[config.mk]
export PLATFORM = sky130hd
export DESIGN_NAME = svd_front
export DESIGN_NICKNAME = d
export VERILOG_FILES = /design/src/sv/svd_pkg.sv /design/src/sv/svd_front.sv
export SDC_FILE = /design/constraint.sdc
export NUM_CORES = 1
export LEC_CHECK = 0
export ABC_AREA = 1
export BUFFER_PORTS_ARGS = -buffer_cell sky130_fd_sc_hd__buf_2
export CORE_ASPECT_RATIO = 1.2
export CORE_MARGIN = 5
export CORE_UTILIZATION = 40
export DETAILED_ROUTE_END_ITERATION = 16
export MAX_ROUTING_LAYER = met4
export PLACE_DENSITY_LB_ADDON = 0.08
export SLEW_MARGIN = 20
export SYNTH_ARGS = -nofsm -noshare
export SYNTH_HDL_FRONTEND = slang
export SYNTH_SLANG_ARGS = --single-unit
[constraint.sdc]
create_clock -name clk -period 1.7 [get_ports clk]
set_clock_uncertainty 0.15 [all_clocks]
set_input_delay 0.255 -clock clk [delete_from_list [all_inputs] [get_ports clk]]
set_output_delay 0.255 -clock clk [all_outputs]
set_load 0.005 [all_outputs]
[src/sv/svd_pkg.sv]
package svd_pkg;

  localparam int MAX_STATES_D   = 64;
  localparam int MAX_DEPTH_D    = 64;
  localparam int CODE_RATE_D    = 2;
  localparam int METRIC_WIDTH_D = 32;

  localparam int CFG_IDX_W = 3;
  typedef enum logic [CFG_IDX_W-1:0] {
    REG_CONSTRAINT = 3'd0,
    REG_POLY_FIRST = 3'd1,
    REG_POLY_SECOND = 3'd2,
    REG_TB_DEPTH = 3'd3,
    REG_REL_EN = 3'd4,
    REG_SINGLE = 3'd5
  } cfg_reg_t;

  // Symbol request passed from the front end to the back end.
  typedef struct packed {
    logic signed [7:0] sample_a;
    logic signed [7:0] sample_b;
    logic              block_end;
  } sym_req_t;

  // Squared distance of a Q2.5 sample to +1.0 or -1.0.
  function automatic logic [14:0] sq_dist(input logic signed [7:0] s, input logic bit_v);
    logic signed [8:0] d;
    logic [7:0] a;
    d = bit_v ? ({s[7], s} - 9'sd32) : ({s[7], s} + 9'sd32);
    a = d[8] ? 8'(-d) : d[7:0];
    return {7'd0, a} * {7'd0, a};
  endfunction

endpackage

[src/sv/svd_front.sv]
module svd_front import svd_pkg::*; #(
  parameter int QDEPTH = 2
) (
  input  logic     clk,
  input  logic     rst_n,
  input  logic     in_valid,
  output logic     in_stall,
  input  sym_req_t in_req,
  output logic     q_valid,
  output sym_req_t q_req,
  input  logic     q_pop
);

  localparam int PW = $clog2(QDEPTH);

  sym_req_t          buf_r [QDEPTH];
  logic [PW-1:0]     wp_r, rp_r;
  logic [PW:0]       cnt_r;
  logic              push;

  assign in_stall = (cnt_r == (PW+1)'(QDEPTH));
  assign push     = in_valid && !in_stall;
  assign q_valid  = (cnt_r != '0);
  assign q_req    = buf_r[rp_r];

  // Payload slots need no reset.
  always_ff @(posedge clk) begin
    if (push) buf_r[wp_r] <= in_req;
  end

  // Queue pointers and fill count.
  always_ff @(posedge clk) begin
    if (!rst_n) begin
      wp_r <= '0;
      rp_r <= '0;
      cnt_r <= '0;
    end else begin
      if (push) wp_r <= (wp_r == PW'(QDEPTH-1)) ? '0 : wp_r + 1'b1;
      if (q_pop && q_valid) rp_r <= (rp_r == PW'(QDEPTH-1)) ? '0 : rp_r + 1'b1;
      cnt_r <= cnt_r + (PW+1)'(push) - (PW+1)'(q_pop && q_valid);
    end
  end

`ifndef NO_ASSERTIONS
  a_no_pop_empty: assert property (@(posedge clk) disable iff (!rst_n)
    q_pop |-> q_valid) else $error("pop from empty queue");
  a_cnt_bound: assert property (@(posedge clk) disable iff (!rst_n)
    cnt_r <= (PW+1)'(QDEPTH)) else $error("queue count overflow");
  a_full_stall: assert property (@(posedge clk) disable iff (!rst_n)
    (cnt_r == (PW+1)'(QDEPTH)) |-> in_stall) else $error("full queue not stalled");
`endif

endmodule

# Yosys cells after proc, flatten, opt, wreduce, memory -nomap -nowiden
# Memory sizes are Yosys's and may differ from the RTL's. A register that Yosys moved wholly into a read port is not among the register bits.
# Index checks and enable logic that the tools add are counted.
classes:
  n_mux: 6
  reduce_logical: 4
  n_addsub: 4
  eq_ne: 1
ops:
  columns: ["cell", "n"]
  rows:
  - ["1-bit 2-to-1 mux", 6]
  - ["1-bit adder (second input constant)", 2]
  - ["2-bit by 1-bit adder with 2-bit output", 1]
  - ["2-bit equality test (second input constant)", 1]
  - ["1-bit logical AND", 2]
  - ["2-bit nonzero test", 1]
  - ["2-bit by 1-bit subtractor with 2-bit output", 1]
  - ["1-bit zero test", 1]
totals:
  output_inout_bits: 19
  mem_bits_rw: 34
  in_bits: 21
  mem_count: 1
  ff_bits: 4
  word_cells: 19
mem_list:
  columns: ["name", "depth", "word_bits", "read_ports", "rd_ports_with_merged_regs", "write_ports", "line", "rtl"]
  rows:
  - ["buf_r", 2, 17, 1, 1, 1, "svd_front.sv:16", "sym_req_t buf_r [QDEPTH];"]

# Depth between registers and ports, before layout
# Gate-level depths: netlist (run 1).
depth:
  word_depth: 5
  mapped_depth: 11

# Worst setup path after synthesis (run 1)
# No wires, ideal clock.
synth_timing:
  kind: "register to register"
  startpoint: "reg cnt_r[0]"
  endpoint: "mem buf_r[0][0] in the netlist's numbering, enable pin"
  t_arrival_ns: 1.295
  t_required_ns: 1.160
  stages_incl_launch_ff: 5
  n_path_buf: 0
  synth_period_minus_slack_ns: 1.835
  path_slack_ns: -0.135
  path_cell_list: "dfxtp_1 -> inv_1 -> nand2_1 -> nand2_1 -> nor2_1"
synth_between:
  elab_chain_len: 5
synth_lines:
  columns: ["item", "line", "rtl"]
  rows:
  - ["from (decl)", "svd_front.sv:18", "logic [PW:0] cnt_r;"]
  - ["from (signal assigned)", "svd_front.sv:40", "cnt_r <= cnt_r + (PW+1)'(push) - (PW+1)'(q_pop && q_valid);"]
  - ["2-bit equality test", "svd_front.sv:21", "assign in_stall = (cnt_r == (PW+1)'(QDEPTH));"]
  - ["1-bit zero test", "svd_front.sv:22", "assign push = in_valid && !in_stall;"]
  - ["1-bit logical AND", "svd_front.sv:22", null]
  - ["1-bit 2-to-1 mux", "svd_front.sv:28", "if (push) buf_r[wp_r] <= in_req;"]
  - ["1-bit 2-to-1 mux (implied by the code)", "svd_front.sv:28", null]
  - ["to (decl)", "svd_front.sv:16", null]
# Every way passes these cells.

# Final worst setup path (run 1)
layout_timing:
  startpoint: "reg cnt_r[1]"
  endpoint: "reg cnt_r[1]"
layout_between:
  elab_chain_len: 5
  word_cells_on_any_way: 7
  classes_between: "add/sub: 2; eq/ne: 1; reduce/logical: 4"
layout_lines:
  columns: ["item", "line"]
  rows:
  - ["2-bit equality test", "svd_front.sv:21"]
  - ["1-bit zero test", "svd_front.sv:22"]
  - ["1-bit logical AND", "svd_front.sv:22"]
  - ["2-bit by 1-bit adder with 2-bit output", "svd_front.sv:40"]
  - ["2-bit by 1-bit subtractor with 2-bit output *", "svd_front.sv:40"]
# Every way passes the cells marked *; elsewhere a longest branch is shown, timed or not.
# A chain may end at the register's enable or synchronous reset.

==> run_results.csv, run 1 <==
group,metric,value,unit
timing,timing.hold.ws,17.3,ps
clocking,cts_max_level,2,
worst_setup_path,critical_path_required,1730,ps
layout,diodes,0,
worst_setup_path,crit_type,"flop to flop",
worst_setup_path,r2r_end,"cnt_r[1]",
worst_setup_path,r2r_start,"cnt_r[1]",
place,place_area,1820,µm²
worst_setup_path,worst_path_dominant_cell_family,"simple AND/OR/NAND/NOR gates",
place,gp_congestion,0.655,
timing,post-route-period-util,98.7,%
drt,first_iter_violations,19,
layout,fillCellCount,334,
clocking,cts_buffer_depth,2,
timing,rsz0062_at_grt,"yes",
floorplanning,die_h,77.7,µm
layout,fin_nets,180,
clocking,numCtsBuffers,5,
logic_synthesis,synthTopCellsByArea,"edfxtp_1 67%, mux2_4 9.8%, dfxtp_1 6.5%",
power_and_ir_drop,share_seq_of_total_power,47.4,%
power_and_ir_drop,swShare,26.7,%
global_route,grt.overflow.total,0,
clocking,cts.sinks,39,
job,cap_violations,0,
floorplanning,die_area,5160,µm²
timing,hold_viol,0,
worst_setup_path,worstSetupStartpointType,"flop",
drt,vias,944,
worst_setup_path,cpMostUsedCell,"nor2_1",
worst_setup_path,crit_arrival,1700,ps
power_and_ir_drop,p_clk_share,21.0,%
power_and_ir_drop,p_leak,0.882,nW
drt,remaining_drc_errors,0,
logic_synthesis,syn_inst,91,
worst_setup_path,crit_fanout,3,
logic_synthesis,synth-seq-cells,39,
logic_synthesis,ys_seq_area_share,73.3,%
place,dpl.hpwl,1.82,mm
power_and_ir_drop,power_density,1300,nW/µm²
worst_setup_path,end_kind,"flop",
clocking,cts_tree,"done",
drt,antenna_left,0,
clocking,clockRootBuffer,"clkbuf_8",
global_route,grt_start_max_net_pins,18,
clocking,path_clk_slew,70,ps
timing,setup_violations,0,
drt,drt_wl_total,2.66,mm
worst_setup_path,cp_num_buf_inv,2,
logic_synthesis,synth_nets,114,
timing,fmax,596,MHz
power_and_ir_drop,p_sw,0.000730,W
floorplanning,core.rowCount,24,
worst_setup_path,critPathMaxStageDelay,390,ps
drt,wl_per_cell,12.7,µm
power_and_ir_drop,internal_power,0.00200,W
global_route,grt_pass1_wl,3.96,mm
worst_setup_path,r2r_cells,10,
logic_synthesis,avgSynthCellArea,16.8,µm²
floorplanning,die_w,66.4,µm
clocking,clk_latency,280,ps
floorplanning,start_util,41.7,%
drt,drt-vias-per-instance,4.50,
timing,maxSlewViolCount,0,
hold_path,min_to,"buf_r[1][7]",
power_and_ir_drop,combPwrFrac,31.6,%
place,numPortBuffers,39,
logic_synthesis,yosysUniqueCellTypes,12,
floorplanning,pin_count,40,
hold_path,holdPathStages,1,
global_route,grtUsageTotal,10.9,%
layout,fin_area,2100,µm²
hold_path,hold_start,"in_req[7]",
timing,period_needed,1680,ps
logic_synthesis,synthesis.area,1530,µm²
logic_synthesis,yosysWarnings,0,
logic_synthesis,yosysTopAreaCell,"edfxtp_1",
worst_setup_path,worstPathCellList,"nor2_1, nor2_1, ha_1, inv_1, ha_1, inv_1, nand2_1, nand3_1, nand2_1, nor2_1",
global_route,antenna_found_initial,0,
layout,final_util,57.2,%
outcome,status,"completed",
drt,drt-pass1-iter-count,4,
timing,slew_headroom,86.7,%
power_and_ir_drop,vdd_ir_drop_max,668,µV
logic_synthesis,synth_top_area_share,66.8,%
worst_setup_path,slowest_stage,"dfxtp_1",
layout,drive_gt1_share,45.6,%
layout,areaGrowthSynthToFinish,37.2,%
global_route,grt_pass1_vias,933,
timing,worst-slew-pin-transition,199,ps
worst_setup_path,r2r_setup_slack,20,ps
floorplanning,core,3660,µm²
hold_path,hold_class,"input pin to flop",
## cell families (layout without fill, tap and decap cells)
family / after synthesis / in the layout / share of synthesized area (%)
AO/OA/AOI/OAI: 2 / 2 / 0.655
AND/OR/NAND/NOR: 20 / 20 / 5.16
buffers and inverters: 11 / 78 / 4.26
multiplexers: 17 / 17 / 15.0
adder cells (fa/ha/maj): 2 / 2 / 1.64
flip-flops: 39 / 39 / 73.3
## sequential cells by signal, indices dropped and copies added, names as in the netlist, named ones only
signal and flops:
buf_r 34, cnt_r 2, rp_r 1, wp_r 1
## how the worst max path moves through the flow
stage,from,end,slack [ps],cells after the start
after CTS,cnt_r[0],cnt_r[1],10,10
final,cnt_r[1],cnt_r[1],20,10
after detailed placement,cnt_r[0],cnt_r[1],-20,10
after global placement,cnt_r[0],cnt_r[1],90,10
after global routing,cnt_r[1],cnt_r[1],-50,10
after floorplan,cnt_r[0],cnt_r[1],130,10
## layout by cell type, fill, tap and decap left out, drive strengths merged
| cell | instances |
|---|---|
| buf | 46 |
| edfxtp | 34 |
| mux2 | 17 |
| dlygate4sd3 | 15 |
| inv | 9 |
| nand2 | 9 |
| nor2 | 8 |
| clkbuf | 8 |
| dfxtp | 5 |
| nand3 | 3 |
| a21oi | 2 |
| ha | 2 |
## cell type report
class | instances | area (µm²) | share of cell area [%]
flip-flops and latches | 39 | 1130 | 53.7
repair buffers | 61 | 429 | 20.5
multi-input cells | 41 | 363 | 17.3
clock buffers | 8 | 80.1 | 3.82
well taps | 52 | 65.1 | 3.10
inverters | 9 | 33.8 | 1.61
## cell usage after synthesis (all sizes together)
cell type and n:
dfxtp 5, inv 9, a21oi 2, mux2 17
edfxtp 34, buf 2, nand2 9, nor2 8
nand3 3, ha 2
## timing repair
item,4_1_cts,5_1_grt
endpoints found under the setup margin,5,8
setup buffers,0,1
endpoints found under the hold margin,14,15
hold buffers,7,8
resized for setup,4,9
## stage by stage
step / instances / setup TNS (ps) / setup WS, ps / power (W)
3_5_place_dp: 186 / -22.8 / -22.8 / 0.00208
6_report: 210 / 0 / 21.8 / 0.00273
4_1_cts: 201 / 0 / 11.1 / 0.00269
3_3_place_gp: 186 / 0 / 91.6 / 0.00205
5_1_grt: 210 / -48.7 / -48.7 / 0.00291
2_1_floorplan: 91 / 0 / 127 / 0.00179
## routing by layer
metal  vias to the layer above  global-route usage (%)  share of wire, %
met5                         -                       -                 0
met2                        39                    16.5                51
met1                       442                    11.6                40
met3                         9                    4.62               6.2
li1                        454                       -                 -
met4                         0                    6.50               2.7
## power groups by stage
stage          sequential (W)  clock (W)  combinational (W)
6_report              0.00129   0.000575           0.000863
5_1_grt               0.00131   0.000648           0.000947
4_1_cts               0.00128   0.000595           0.000816
3_5_place_dp          0.00130          0           0.000787
3_3_place_gp          0.00129          0           0.000762
2_1_floorplan         0.00128          0           0.000512
No activity file was read; power rests on OpenSTA's default activity.
==> run 2: changes to the inputs <==
--- a/config.mk
+++ b/config.mk
@@ -6,7 +6,7 @@
 export NUM_CORES = 1
 export LEC_CHECK = 0
 export ABC_AREA = 1
-export BUFFER_PORTS_ARGS = -buffer_cell sky130_fd_sc_hd__buf_2
+export BUFFER_PORTS_ARGS = -buffer_cell sky130_fd_sc_hd__buf_4
 export CORE_ASPECT_RATIO = 1.2
 export CORE_MARGIN = 5
 export CORE_UTILIZATION = 40
==> run 2 against run 1 <==
  * Combinational power is 15% higher
  * Power up 4.3%
  * Sequential power barely moved
  * Worst setup slack better by 35 ps
  * Global-route usage rose by 0.44 points
  * Highest routed layer unchanged
==> run_results.csv, run 2 (synthesis results as in run 1) <==
group,metric,value,unit
worst_setup_path,crit_fanout,7,
floorplanning,pin_count,40,
clocking,numCtsBuffers,5,
drt,antenna_left,0,
clocking,path_clk_slew,60,ps
timing,setup_violations,0,
worst_setup_path,critPathMaxStageDelay,380,ps
timing,maxSlewViolCount,0,
global_route,grt.overflow.total,0,
worst_setup_path,r2r_end,"cnt_r[1]",
global_route,antenna_found_initial,0,
clocking,cts_buffer_depth,2,
timing,slew_headroom,83.3,%
timing,hold_viol,0,
hold_path,hold_class,"input pin to flop",
layout,drive_gt1_share,48.1,%
layout,mostFrequentLayoutCell,"buf_4",
clocking,cts_max_level,2,
power_and_ir_drop,vdd_ir_drop_max,1060,µV
layout,fin_nets,184,
worst_setup_path,r2r_cells,9,
floorplanning,die_area,5160,µm²
hold_path,min_to,"cnt_r[0]",
worst_setup_path,worstSetupStartpointType,"flop",
hold_path,hold_start,"rst_n",
drt,remaining_drc_errors,0,
layout,fin_area,2230,µm²
clocking,clockRootBuffer,"clkbuf_8",
worst_setup_path,critical_path_required,1290,ps
worst_setup_path,crit_type,"flop to primary output",
worst_setup_path,slowest_stage,"dfxtp_4",
global_route,grt_pass1_vias,932,
power_and_ir_drop,power,0.00285,W
worst_setup_path,r2r_start,"cnt_r[1]",
layout,diodes,0,
layout,reg_top3,"buf_r x34, cnt_r x2",
global_route,grt_pass1_wl,4.26,mm
place,place_area,1910,µm²
drt,drt_wl_total,2.57,mm
floorplanning,core,3660,µm²
drt,first_iter_violations,22,
worst_setup_path,r2r_setup_slack,110,ps
timing,period_needed,1640,ps
layout,stdcell_count,214,
worst_setup_path,worstPathCellList,"buf_8, mux2_4, buf_4",
floorplanning,die_w,66.4,µm
drt,drt-pass1-iter-count,4,
floorplanning,core.rowCount,24,
clocking,cts_tree,"done",
worst_setup_path,end_kind,"primary output",
layout,max_flop_register,"buf_r",
timing,post-route-period-util,96.7,%
power_and_ir_drop,p_leak,0.931,nW
clocking,clk_latency,280,ps
layout,final_cell_mix,"44 x buf_4, 34 x edfxtp_1, 17 x dlygate4sd3_1, 14 x mux2_4, 9 x inv_1",
floorplanning,die_h,77.7,µm
drt,vias,917,
place,gp_congestion,0.617,
timing,worst-slew-pin-transition,250,ps
floorplanning,start_util,41.7,%
hold_path,holdPathStages,3,
outcome,status,"completed",
drt,wl_per_cell,12.0,µm
timing,fmax,608,MHz
drt,drt-vias-per-instance,4.29,
place,dpl.hpwl,1.87,mm
job,cap_violations,0,
power_and_ir_drop,power_density,1280,nW/µm²
global_route,grtUsageTotal,11.3,%
global_route,grt_start_max_net_pins,13,
worst_setup_path,crit_arrival,1240,ps
place,place_inst,187,
layout,largest_reg_flops,34,
place,numPortBuffers,39,
layout,areaGrowthSynthToFinish,46.0,%
clocking,cts.sinks,39,
==> run 2: cell types whose count changed in the layout (fill, tap and decap cells not counted), sizes merged <==
| cell | before | now |
|---|---|---|
| buf | 46 | 48 |
| dlygate4sd3 | 15 | 17 |
==> run 2: worst max path at each step <==
stage	end	slack [ps]	cells after the start
after floorplan	cnt_r[1]	130	10
after global placement	cnt_r[1]	90	10
after detailed placement	cnt_r[1]	-30	10
after CTS	q_req[7]	3	3
after global routing	cnt_r[1]	-5	10
final	q_req[5]	60	3
==> run 2: layout make-up <==
class	instances	area (µm²)
Clock buffer	8	80.1
Fill cell	305	1430
Inverter	9	33.8
Multi-Input combinational cell	41	374
Sequential cell	39	1130
Tap cell	52	65.1
Timing Repair Buffer	65	553
==> run 2: stage by stage <==
step / hold slack [ps] / util, % / TNS [ps] / setup WS (ps)
after CTS: 0.128 / 57.2 / 0 / 2.52
final: 37.2 / 60.9 / 0 / 56.6
after floorplan: 198 / - / 0 / 127
after global routing: 63.2 / 60.9 / -4.80 / -4.80
after detailed placement: 293 / 52.2 / -34.8 / -34.8
after global placement: 291 / 52.2 / 0 / 93.8
==> run 2: report_power, final <==
group	internal [W]	switching [W]
Clock	0.000291	0.000276
Combinational	0.000589	0.000401
Sequential	0.00123	0.0000630
==> run 2: critical path, delay by kind of cell (launching register included) <==
kind	cells	cell delay (ps)
buffers and inverters	2	280
DFF	1	380
muxes	1	310
==> run 2: timing repair <==
item	in CTS	in global routing
gates resized for setup	5	13
endpoints found under the hold margin	18	16
buffers inserted	0	2
setup endpoints to repair	10	8
pin swaps	0	1
hold buffers	9	8
==> run 2: per-layer routing <==
layer  vias to the layer above  routed length, µm  track usage [%]
met2                        28               1240             16.6
li1                        463                  -                -
met1                       421               1150             14.4
met3                         5                149             4.34
met4                         0                 28             3.66
met5                         -                  0                -
==> run 3: changes to the inputs <==
==> constraint.sdc (replaced) <==
create_clock -name clk -period 1.7 [get_ports clk]
set_clock_uncertainty 0.15 [all_clocks]
set_input_delay 0.085 -clock clk [delete_from_list [all_inputs] [get_ports clk]]
set_output_delay 0.085 -clock clk [all_outputs]
set_load 0.005 [all_outputs]
==> run 3 against run 2 <==
  * Global-route usage is 0.40 points higher
  * Sequential share of layout area about the same
  * Clock power hardly changed
  * Final cell count grew 1.4%
  * Die area unchanged
  * Count of clock-buffer cells in the layout did not move
  * Non-clock buffer count is 3 higher
  * Power down 1.9%
  * Core utilization fell by 0.17 points
  * Flip-flop and latch count unchanged
  * Critical path type is now flop to flop
==> run_results.csv, run 3 (synthesis results as in run 1) <==
group,metric,value,unit
outcome,status,"completed",
worst_setup_path,slowest_stage,"dfxtp_1",
timing,worst-slew-pin-transition,250,ps
timing,fmax,628,MHz
clocking,cts_buffer_depth,2,
layout,max_flop_register,"buf_r",
worst_setup_path,end_kind,"flop",
layout,areaGrowthSynthToFinish,45.6,%
worst_setup_path,crit_fanout,3,
global_route,antenna_found_initial,0,
layout,fin_area,2230,µm²
timing,slew_headroom,83.3,%
drt,drt_wl_total,2.62,mm
layout,reg_top3,"buf_r x34, cnt_r x2",
place,place_inst,187,
floorplanning,core.rowCount,24,
global_route,grt_pass1_wl,4.42,mm
floorplanning,die_area,5160,µm²
clocking,cts_max_level,2,
layout,fillCellCount,305,
worst_setup_path,worstSetupStartpointType,"flop",
power_and_ir_drop,combPwrFrac,33.8,%
floorplanning,die_h,77.7,µm
clocking,cts.sinks,39,
floorplanning,die_w,66.4,µm
place,numPortBuffers,39,
power_and_ir_drop,swShare,26.1,%
layout,drive_gt1_share,47.3,%
power_and_ir_drop,share_seq_of_total_power,45.8,%
timing,maxSlewViolCount,0,
floorplanning,core,3660,µm²
floorplanning,start_util,41.7,%
global_route,grt_pass1_vias,982,
hold_path,hold_class,"input pin to flop",
worst_setup_path,crit_type,"flop to flop",
timing,hold_viol,0,
drt,vias,932,
worst_setup_path,r2r_cells,10,
worst_setup_path,crit_arrival,1620,ps
timing,period_needed,1590,ps
worst_setup_path,cp.depth,10,
drt,first_iter_violations,21,
power_and_ir_drop,power_density,1260,nW/µm²
timing,timing.hold.ws,157,ps
layout,largest_reg_flops,34,
worst_setup_path,cp_num_buf_inv,2,
clocking,clk_latency,280,ps
drt,remaining_drc_errors,0,
global_route,grtUsageTotal,11.7,%
worst_setup_path,critPathMaxStageDelay,340,ps
power_and_ir_drop,p_clk_share,20.3,%
power_and_ir_drop,power,0.00279,W
place,gp_congestion,0.617,
clocking,path_clk_slew,60,ps
drt,antenna_left,0,
global_route,grt.overflow.total,0,
global_route,grt_start_max_net_pins,13,
drt,drt-pass1-iter-count,4,
clocking,clockRootBuffer,"clkbuf_8",
job,cap_violations,0,
layout,diodes,0,
place,dpl.hpwl,1.87,mm
place,place_area,1910,µm²
worst_setup_path,worstPathCellList,"nor2_1, nor2_2, ha_1, inv_1, ha_2, inv_1, nand2_2, nand3_1, nand2_1, nor2_1",
layout,fin_nets,187,
worst_setup_path,worst_path_dominant_cell_family,"simple AND/OR/NAND/NOR gates",
layout,final_util,60.8,%
hold_path,holdPathStages,5,
layout,final_cell_mix,"48 x buf_4, 34 x edfxtp_1, 19 x dlygate4sd3_1, 10 x mux2_4, 9 x inv_1",
layout,mostFrequentLayoutCell,"buf_4",
worst_setup_path,critical_path_required,1720,ps
drt,wl_per_cell,12.1,µm
clocking,numCtsBuffers,5,
power_and_ir_drop,internal_power,0.00207,W
layout,stdcell_count,217,
floorplanning,pin_count,40,
clocking,cts_tree,"done",
power_and_ir_drop,vdd_ir_drop_max,1050,µV
power_and_ir_drop,p_leak,0.930,nW
power_and_ir_drop,p_sw,0.000730,W
drt,drt-vias-per-instance,4.29,
timing,setup_violations,0,
timing,post-route-period-util,93.7,%
==> run 3: cell count changes in the layout (fill, tap and decap cells not counted), sizes merged <==
cell / before / now
dlygate4sd3: 17 / 19
dlymetal6s4s: 0 / 1
==> run 3: through the flow <==
stage	setup WS, ps	setup TNS [ps]
3_5_place_dp	-34.8	-34.8
3_3_place_gp	93.8	0
2_1_floorplan	127	0
6_report	107	0
5_1_grt	-10.9	-10.9
4_1_cts	11.9	0
==> run 3: tightest hold or removal path, cell delays in order <==
cell            delay, ps
dlymetal6s4s_1        160
buf_4                 110
nand3_1                70
nand2_1                80
nor2_1                 40
==> run 3: cell type report <==
type	instances	area [µm²]	share of cell area [%]
repair buffers	68	563	25.3
inverters	9	33.8	1.52
multi-input cells	41	362	16.2
well taps	52	65.1	2.92
flip-flops and latches	39	1120	50.4
clock buffers	8	80.1	3.60
==> run 3: worst paths after layout <==
kind,startpoint,to,slack (ps)
hold / removal,q_pop,rp_r,160
setup / recovery,cnt_r[1],cnt_r[1],110
hold reg to reg,rp_r,rp_r,370
setup reg to reg,cnt_r[1],cnt_r[1],110
==> run 3: metal layers <==
layer / track usage, % / vias up / wire, µm
met3: 4.48 / 5 / 158
met2: 17.3 / 30 / 1300
li1: - / 469 / -
met1: 14.9 / 428 / 1130
met4: 3.66 / 0 / 28
met5: - / - / 0
==> run 3: power by group through the flow <==
| stage | clock (W) | sequential (W) | combinational [W] |
|---|---|---|---|
| final | 0.000568 | 0.00128 | 0.000946 |
| after global placement | 0 | 0.00129 | 0.000858 |
| after CTS | 0.000594 | 0.00128 | 0.000914 |
| after detailed placement | 0 | 0.00130 | 0.000869 |
| after floorplan | 0 | 0.00128 | 0.000512 |
| after global routing | 0.000645 | 0.00130 | 0.00104 |
==> run 3: repair_timing <==
action | CTS | global route
buffers inserted | 0 | 2
pin swaps | 0 | 1
hold buffers | 20 | 0
endpoints found under the setup margin | 1 | 1
resized for setup | 1 | 7
hold endpoints to repair | 39 | 0
